<file path="config.mk">
export PLATFORM = sky130hd
export DESIGN_NAME = countdown_timer_hex_display
export DESIGN_NICKNAME = d
export VERILOG_FILES = /design/src/sv/cdt_pkg.sv /design/src/sv/countdown_timer_hex_display.sv /design/src/sv/cdt_digits.sv
export SDC_FILE = /design/constraint.sdc
export NUM_CORES = 1
export LEC_CHECK = 0
export BUFFER_PORTS_ARGS = -buffer_cell sky130_fd_sc_hd__buf_2
export CAP_MARGIN = 20
export CORE_MARGIN = 5
export CORE_UTILIZATION = 40
export DETAILED_ROUTE_END_ITERATION = 10
export PLACE_DENSITY_LB_ADDON = 0.08
export SLEW_MARGIN = 20
export SYNTH_ARGS = -nofsm -noshare
export SYNTH_HDL_FRONTEND = slang
export SYNTH_SLANG_ARGS = --single-unit
</file>
<file path="constraint.sdc">
create_clock -name clk -period 15.45 [get_ports clk]
set_clock_uncertainty 0.05 [all_clocks]
set_input_delay 0.7725 -clock clk [delete_from_list [all_inputs] [get_ports clk]]
set_output_delay 0.7725 -clock clk [all_outputs]
set_load 0.01 [all_outputs]
</file>
<file path="src/sv/cdt_pkg.sv">
// Package for the countdown timer with hex display.
// Holds payload structs, operation codes, digit state type and segment/decimal helpers.
// No dependencies.
package cdt_pkg;

	// Operation codes carried in the input item
	typedef enum logic [2:0] {
		OP_TICK    = 3'd0,
		OP_TOGGLE  = 3'd1,
		OP_SET_HUN = 3'd2,
		OP_SET_SEC = 3'd3,
		OP_SET_MIN = 3'd4
	} op_t;

	localparam int unsigned SW_W    = 10;
	localparam int unsigned HUN_MAX = 99;
	localparam int unsigned SEC_MAX = 59;
	localparam int unsigned MIN_MAX = 59;

	// Top values the digits wrap to on underflow
	localparam logic [3:0] DEC_TOP = 4'd9;
	localparam logic [2:0] SEX_TOP = 3'd5;

	typedef struct packed {
		logic [2:0]      operation;
		logic [SW_W-1:0] switches;
	} in_t;

	typedef struct packed {
		logic [30:0] hex_low_word;
		logic [14:0] hex_high_word;
		logic        running;
	} out_t;

	// Digit state plus run flag
	typedef struct packed {
		logic [3:0] hun_ones;
		logic [3:0] hun_tens;
		logic [3:0] sec_ones;
		logic [2:0] sec_tens;
		logic [3:0] min_ones;
		logic [2:0] min_tens;
		logic       run;
	} timer_t;

	// Tens and ones of a two-digit value
	typedef struct packed {
		logic [3:0] tens;
		logic [3:0] ones;
	} bcd2_t;

	// Seven-segment pattern, bit 0 = segment a; blank for non-decimal codes
	function automatic logic [7:0] seg_of(input logic [3:0] digit);
		logic [7:0] pat;
		unique case (digit)
			4'd0:    pat = 8'h3F;
			4'd1:    pat = 8'h06;
			4'd2:    pat = 8'h5B;
			4'd3:    pat = 8'h4F;
			4'd4:    pat = 8'h66;
			4'd5:    pat = 8'h6D;
			4'd6:    pat = 8'h7D;
			4'd7:    pat = 8'h07;
			4'd8:    pat = 8'h7F;
			4'd9:    pat = 8'h6F;
			default: pat = 8'h00;
		endcase
		return pat;
	endfunction

	// Split 0..99 into tens and ones: tens = (x * 205) >> 11, exact below 1029
	function automatic bcd2_t split_bcd(input logic [6:0] x);
		logic [14:0] prod;
		logic [3:0]  tens;
		logic [6:0]  rem;
		prod = 15'(x) * 15'd205;
		tens = prod[14:11];
		rem  = x - 7'(tens) * 7'd10;
		return '{tens: tens, ones: rem[3:0]};
	endfunction

endpackage

</file>
<file path="src/sv/countdown_timer_hex_display.sv">
// Countdown timer with six-digit seven-segment display, top level.
// Throughput: one item per cycle unless out_ready low stalls the result register.
// The digit update and segment encode take one stage, between input and result registers.
// Reset (arst_n low): both pipeline stages empty, display state 59:59.99, running.
// Depends on cdt_pkg and cdt_digits.
module countdown_timer_hex_display (
	input  logic          clk,
	input  logic          arst_n,
	input  logic          in_valid,
	output logic          in_ready,
	input  cdt_pkg::in_t  in_item,
	output logic          out_valid,
	input  logic          out_ready,
	output cdt_pkg::out_t out_item
);
	import cdt_pkg::*;

	logic       valid_s1;
	in_t        item_s1;
	logic       valid_s2;
	out_t       res_s2;
	logic       adv_s1;
	timer_t     nxt;
	logic [6:0] seg_sec_tens;
	logic [6:0] seg_min_tens;

	// Stage 1 moves on when the result register is free or being drained
	assign adv_s1   = valid_s1 && (!valid_s2 || out_ready);
	assign in_ready = !valid_s1 || adv_s1;

	// Input register
	always_ff @(posedge clk or negedge arst_n) begin
		if (!arst_n) begin
			valid_s1 <= 1'b0;
		end else if (in_ready) begin
			valid_s1 <= in_valid;
		end
	end

	always_ff @(posedge clk) begin
		if (in_valid && in_ready) item_s1 <= in_item;
	end

	cdt_digits u_digits (
		.clk   (clk),
		.arst_n(arst_n),
		.upd   (adv_s1),
		.item  (item_s1),
		.nxt   (nxt)
	);

	// Result register valid
	always_ff @(posedge clk or negedge arst_n) begin
		if (!arst_n) begin
			valid_s2 <= 1'b0;
		end else if (adv_s1) begin
			valid_s2 <= 1'b1;
		end else if (out_ready) begin
			valid_s2 <= 1'b0;
		end
	end

	// Tens digits fill only the low seven bits of their top byte
	assign seg_sec_tens = 7'(seg_of({1'b0, nxt.sec_tens}));
	assign seg_min_tens = 7'(seg_of({1'b0, nxt.min_tens}));

	// Segment encode of the updated digits
	always_ff @(posedge clk) begin
		if (adv_s1) begin
			res_s2.hex_low_word  <= {seg_sec_tens, seg_of(nxt.sec_ones),
			                         seg_of(nxt.hun_tens), seg_of(nxt.hun_ones)};
			res_s2.hex_high_word <= {seg_min_tens, seg_of(nxt.min_ones)};
			res_s2.running       <= nxt.run;
		end
	end

	assign out_valid = valid_s2;
	assign out_item  = res_s2;

endmodule

</file>
<file path="src/sv/cdt_digits.sv">
// Digit state of the countdown timer: six cascaded decimal digits and run flag.
// Applies one operation per update and presents the resulting state.
// Depends on cdt_pkg.
module cdt_digits (
	input  logic           clk,
	input  logic           arst_n,
	input  logic           upd,
	input  cdt_pkg::in_t   item,
	output cdt_pkg::timer_t nxt
);
	import cdt_pkg::*;

	timer_t cur_q;
	bcd2_t  sw_bcd;
	logic   b0, b1, b2, b3, b4;
	timer_t dec;

	assign sw_bcd = split_bcd(item.switches[6:0]);

	// Borrow chain for one hundredth down, wrapping at zero
	always_comb begin
		dec = cur_q;
		b0  = (cur_q.hun_ones == '0);
		b1  = b0 && (cur_q.hun_tens == '0);
		b2  = b1 && (cur_q.sec_ones == '0);
		b3  = b2 && (cur_q.sec_tens == '0);
		b4  = b3 && (cur_q.min_ones == '0);
		dec.hun_ones = b0 ? DEC_TOP : cur_q.hun_ones - 4'd1;
		if (b0) begin
			dec.hun_tens = b1 ? DEC_TOP : cur_q.hun_tens - 4'd1;
		end
		if (b1) begin
			dec.sec_ones = b2 ? DEC_TOP : cur_q.sec_ones - 4'd1;
		end
		if (b2) begin
			dec.sec_tens = b3 ? SEX_TOP : cur_q.sec_tens - 3'd1;
		end
		if (b3) begin
			dec.min_ones = b4 ? DEC_TOP : cur_q.min_ones - 4'd1;
		end
		if (b4) begin
			dec.min_tens = (cur_q.min_tens == '0) ? SEX_TOP : cur_q.min_tens - 3'd1;
		end
	end

	// Next state for the operation in hand
	always_comb begin
		nxt = cur_q;
		unique case (item.operation)
			OP_TICK: begin
				if (cur_q.run) nxt = dec;
			end
			OP_TOGGLE: begin
				nxt.run = ~cur_q.run;
			end
			OP_SET_HUN: begin
				if (item.switches <= SW_W'(HUN_MAX)) begin
					nxt.hun_ones = sw_bcd.ones;
					nxt.hun_tens = sw_bcd.tens;
				end
			end
			OP_SET_SEC: begin
				if (item.switches <= SW_W'(SEC_MAX)) begin
					nxt.sec_ones = sw_bcd.ones;
					nxt.sec_tens = sw_bcd.tens[2:0];
				end
			end
			OP_SET_MIN: begin
				if (item.switches <= SW_W'(MIN_MAX)) begin
					nxt.min_ones = sw_bcd.ones;
					nxt.min_tens = sw_bcd.tens[2:0];
				end
			end
			default: begin
			end
		endcase
	end

	// State register, reset to 59:59.99 running
	always_ff @(posedge clk or negedge arst_n) begin
		if (!arst_n) begin
			cur_q <= '{hun_ones: DEC_TOP, hun_tens: DEC_TOP, sec_ones: DEC_TOP,
			           sec_tens: SEX_TOP, min_ones: DEC_TOP, min_tens: SEX_TOP,
			           run: 1'b1};
		end else if (upd) begin
			cur_q <= nxt;
		end
	end

endmodule
</file>
== Word-level counts from Yosys, hierarchy flattened ==
Memories as Yosys holds them, arrays and structs flattened. A register that Yosys moved wholly into a read port is not among the register bits.
Index checks and enable logic that the tools add are counted.
Widths: inputs -> output; s select.
Storage, ports and cells
  bits in registers: 85
  memory bits (read-only): 560
  input port bits: 17
  output and inout bits: 49
  logic and storage cells: 75
  memories kept: 6
Memories
  (no name shown): words 16, width 7, rd ports 1, clocked after memory_dff 1, write ports 0, RTL line cdt_pkg.sv:55  | unique case (digit)
  (no name shown): words 16, width 7, rd ports 1, clocked after memory_dff 1, write ports 0, RTL line cdt_pkg.sv:55
  (no name shown): words 16, width 7, rd ports 1, clocked after memory_dff 1, write ports 0, RTL line cdt_pkg.sv:55
  (no name shown): words 16, width 7, rd ports 1, clocked after memory_dff 1, write ports 0, RTL line cdt_pkg.sv:55
  (no name shown): words 8, width 7, rd ports 1, clocked after memory_dff 1, write ports 0, RTL line cdt_pkg.sv:55
  (no name shown): words 8, width 7, rd ports 1, clocked after memory_dff 1, write ports 0, RTL line cdt_pkg.sv:55
Cells by class
  add/subtract/negate cells: 7
  multipliers: 2
  magnitude comparators: 2
  eq/ne operators: 4
  mux-type cells: 21
  bitwise logic cells: 1
  reduce and logical (&&, ||, !) cells: 18
Operators with widths (number)
  $mux 4: 7
  $pmux 7 s2: 2
  $mux 23: 1
  $logic_not 4->1: 4
  $pmux 8 s2: 1
  $sub 4x1->4 const B: 4
  $mul 7x8->15 const B: 1
  $mux 7: 2
  $mux 3: 4
  $le 10x6->1 const B: 1
  $le 10x7->1 const B: 1
  $logic_not 3->1: 3
  $mux 8: 1
  $eq 3x2->1 const B: 2
  $logic_and 1x1->1: 6
  $sub 3x1->3 const B: 2
  $mul 4x3->3 const B: 1
  $sub 4x4->4: 1
  $eq 3x1->1 const B: 1
  $eq 3x3->1 const B: 1
  $logic_not 1->1: 2
  $logic_or 1x1->1: 2
  $mux 1: 2
  $pmux 1 s2: 1
  2 further kinds: 2

== Logic depth before layout (Yosys ltp) ==
  word-level depth: 9
  mapped depth: 23
  gate-level depth less buffers: 23

== Cells and area by module ==
From an unflattened synthesis, not the netlist that was laid out.
Second synthesis, totals
  cell total of the unflattened synthesis: 617
  area, all modules: 6246.0 µm²
By module, submodules not included
  cdt_digits: instances 1, cells an instance 401, area each 3357.0 µm², seq. area each 591.8 µm²
  countdown_timer_hex_display: instances 1, cells an instance 216, area each 2889.0 µm², seq. area each 1731.7 µm²

== Least setup slack after synthesis ==
Ideal clock, no wire load.
  kind: reg2reg
  start: register item_s1[6] (netlist name)
  end: register out_item[21] (netlist name)
  setup time: 0.275 ns
  arrival time: 5.024 ns
  required time: 15.125 ns
  slack: 10.102 ns
  stages on the path, launching flop included: 20
  buffers on the path: 0
  clock period less this slack: 5.348 ns
  path through: edfxtp_1 ha_1 ha_1 fa_1 inv_1 fa_1 inv_1 ha_1 a211oi_1 nor2_1 a21oi_1 xnor2_1 ha_1 fa_1 xor2_1 xnor2_1 xnor2_1 a21bo_2 a31oi_1 mux2i_1
Between the ends
  longest elaborated chain between the ends: 5
  elaborated cells on any way between the ends: 6
  classes of those cells: add/sub (1); mul (2); order compare (1); mux (2)
RTL lines
  start, declared: RTL line countdown_timer_hex_display.sv:19  | in_t item_s1;
  start signal, assigned: RTL line countdown_timer_hex_display.sv:41  | if (in_valid && in_ready) item_s1 <= in_item;
  $mul 7x8->15: RTL line cdt_pkg.sv:76  | prod = 15'(x) * 15'd205;
  $mul 4x3->3: RTL line cdt_pkg.sv:78  | rem = x - 7'(tens) * 7'd10;
  $sub 4x4->4: RTL line cdt_pkg.sv:78
  $mux 8 (*): RTL line cdt_digits.sv:57  | if (item.switches <= SW_W'(HUN_MAX)) begin
  $pmux 8 s2 (*): RTL line cdt_digits.sv:49  | unique case (item.operation)
Mark *: on every way between the ends. The rest lies on a longest branch, timed or not.
A chain may end at the register's enable or synchronous reset.

== Final worst setup path ==
  start: register item_s1[6] (netlist name)
  end: register out_item[22] (netlist name)
Between the ends
  longest elaborated chain between the ends: 5
  elaborated cells on any way between the ends: 6
  classes of those cells: add/sub (1); mul (2); order compare (1); mux (2)
RTL lines (RTL line)
  $mul 7x8->15: cdt_pkg.sv:76
  $mul 4x3->3: cdt_pkg.sv:78
  $sub 4x4->4: cdt_pkg.sv:78
  $mux 8 (*): cdt_digits.sv:57
  $pmux 8 s2 (*): cdt_digits.sv:49
Marks and branches as above.

==> results.tsv <==
metric	value	unit
status	completed	
synth_top_family_by_area	adder cells	
post_cts_buffers	0	
top_usage_layer	met2	
crit_top_cell	ha_1	
rsz0062_at_grt	no	
crit_fanout	7	
synthCells	606	
path_delay_family	adder cells	
leakage	3.03	nW
core-area	15100	µm²
synth-simple-area-share	14.0	%
tns	0	ns
synth_most_common_cell	ha_1	
vdd_drop_max	0.0000688	V
routabilityCongestion	0.881	
combPwrFrac	48.7	%
hold_ws	0.375	ns
dp_hpwl	10900	µm
tightest_slew	1.00	ns
htreeDepth	3	
rows	45	
num_antenna_cells	0	
crit_chain	ha_1 > ha_1 > fa_1 > inv_1 > fa_1 > inv_1 > ha_1 > a211oi_1 > nor2_1 > a21oi_1 > xnor2_1 > ha_1 > fa_1 > xor2_1 > xnor2_1 > xnor2_1 > a21bo_2 > a31oi_1 > o22ai_1	
firstDrtPassIters	4	
grt.total_usage	16.2	%
multi_input_area	3480	µm²
die_h	134	µm
synth.top_cell.area_share	27.3	%
clockBufferDepth	2	
p_int	0.000687	W
ant_nets	0	
vias_per_cell	5.39	
critPathRequiredTime	15.47	ns
use_met3	3.11	%
yosys_warnings	0	
max_freq	163	MHz
r2r_cells	19	
ys.flop_type	edfxtp_1	
cts_inserted_buffers	9	
synth_common_cells	ha_1, inv_1, nand2_1	
antenna_found_initial	0	
path_clk_slew	0.06	ns
cpMaxStageDelayCell	a31oi_1	
yosys.area.top_type	edfxtp_1	
dp_cells	836	
cts.repair.resized	0	
synth_seq_cells	81	
dieArea	18000	µm²
grt_max_degree	48	
start_util	40.6	%
drc	0	
switching_share	40.2	%
end_kind	flop	
seqPwrFrac	32.4	%
drt-initial-drc-count	287	
cts_tree	yes	
dp_slack	9.41	ns
critical_path_class	reg2reg	
reg2reg_slack	9.33	ns
grt_use_met2	25.2	%
grt_pass1_vias	4451	
fin_cells	852	
grt_pass1_wl	23300	µm
yosysSeqAreaShare	37.7	%
powerDensity	166	nW/µm²
synthMuxAreaShare	5.67	%
die_w	134	µm
slew_viol_final	0	
clkPwrFrac	18.9	%
hold_viol	0	
hold_path_class	in2async	
fin_util	45.7	%
grt.overflow.total	0	
final-seq-area	2320	µm²
syn_area	6160	µm²
synthArstFlopShare	30.9	%
synth_compound_area_share	15.7	%
pin_count	66	
numClockSinks	81	
synthToLayoutAreaGrowth	12.4	%
arrival	6.14	ns
r2r-end	out_item[22]	
drv_cap	0	
grt_util_met1	22.7	%
layout_min_cycle_time	6.12	ns
nFillCells	1418	
synth_area_leaders	edfxtp_1, ha_1, dfstp_2	
fin_nets	768	
fin_crit_sh	39.6	%
wl	14000	µm
slew_headroom	33.2	%
yosys.area_share.adder	19.8	%
layout_setup_ws	9.33	ns
cts_hold_buf	0	
p_sw	0.000463	W
synth_edf_count	56	
timing.rr.start	item_s1[6]	
wl_per_cell	16.4	µm
root_buffer	clkbuf_16	
synth_cell_type_count	77	
placement.io_buffers	61	
critPathBufInv	2	
drive_above_1_share	18.1	%
cp_slowest_stage_delay	0.59	ns
clock_latency	0.35	ns
setup_viol	0	
startpoint_type	flop	
num_vias	4594	
synth_xor_area_share	1.14	%
syn_area_per_cell	10.2	µm²
## per-layer routing
metal  wire (µm)  vias to the layer above
met3         564                       21
met4         283                        0
met5           0                        -
met1        6670                     2177
li1            -                     2300
met2        6440                       96
## flip-flops by register name, indices dropped and copies added (netlist names)
register / flops
item_s1: 13
out_item: 43
out_valid: 1
u_digits.cur_q: 23
valid_s1: 1
## worst reg2reg max path, cell delays in order, from the launching register on
cell and delay, ns:
edfxtp_1 0.52, ha_1 0.34, ha_1 0.30, fa_1 0.50, inv_1 0.05, fa_1 0.49
inv_1 0.04, ha_1 0.27, a211oi_1 0.24, nor2_1 0.12, a21oi_1 0.25, xnor2_1 0.21
ha_1 0.25, fa_1 0.38, xor2_1 0.17, xnor2_1 0.15, xnor2_1 0.43, a21bo_2 0.32
a31oi_1 0.59, o22ai_1 0.16
## cells in the final DEF, fill, tap and decap left out, types with 9 or more instances in the layout
cell / instances
edfxtp_1: 56
mux2i_1: 27
o22ai_1: 11
dfstp_2: 13
dfrtp_1: 12
nor3_1: 11
a21oi_1: 23
nand3_1: 13
clkbuf_16: 9
inv_1: 66
o21ai_0: 29
nand2_1: 58
buf_2: 61
nor2_1: 28
ha_1: 83
fa_1: 9
## stage by stage
step / area, µm² / power, W
after floorplan: 6170 / 0.000790
after CTS: 6920 / 0.00116
final: 6920 / 0.00115
after global placement: 6620 / 0.000926
after detailed placement: 6620 / 0.000939
after global routing: 6920 / 0.00125
## worst max path at each step
| stage | startpoint | end | cells past startpoint |
|---|---|---|---|
| 3_5_place_dp | item_s1[6] | out_item[34] | 19 |
| 4_1_cts | item_s1[6] | out_item[34] | 19 |
| 6_report | item_s1[6] | out_item[22] | 19 |
| 5_1_grt | item_s1[6] | out_item[34] | 19 |
| 2_1_floorplan | item_s1[6] | out_item[21] | 19 |
| 3_3_place_gp | item_s1[6] | out_item[21] | 19 |
## power groups by stage
stage	combinational (W)	clock (W)	sequential (W)
floorplan	0.000412	0	0.000378
global placement	0.000552	0	0.000374
detailed placement	0.000563	0	0.000375
CTS	0.000567	0.000224	0.000372
global route	0.000639	0.000234	0.000381
finish	0.000560	0.000218	0.000372
## cell families after synthesis
group,after synthesis
other cells,1
fa+ha+maj,92
buf+inv,91
simple gates,164
flops,81
xor+xnor,8
compound gates,135
mux,34
## final cells by class
cell class                      count  share of cell area [%]
Tap cell                          188                    3.40
Inverter                           67                    3.64
Clock inverter                      2                   0.543
Clock buffer                       14                    3.82
Timing Repair Buffer               63                    4.63
Multi-Input combinational cell    437                    50.4
Sequential cell                    81                    33.6
Note: power is estimated with default switching activity, not from simulation.
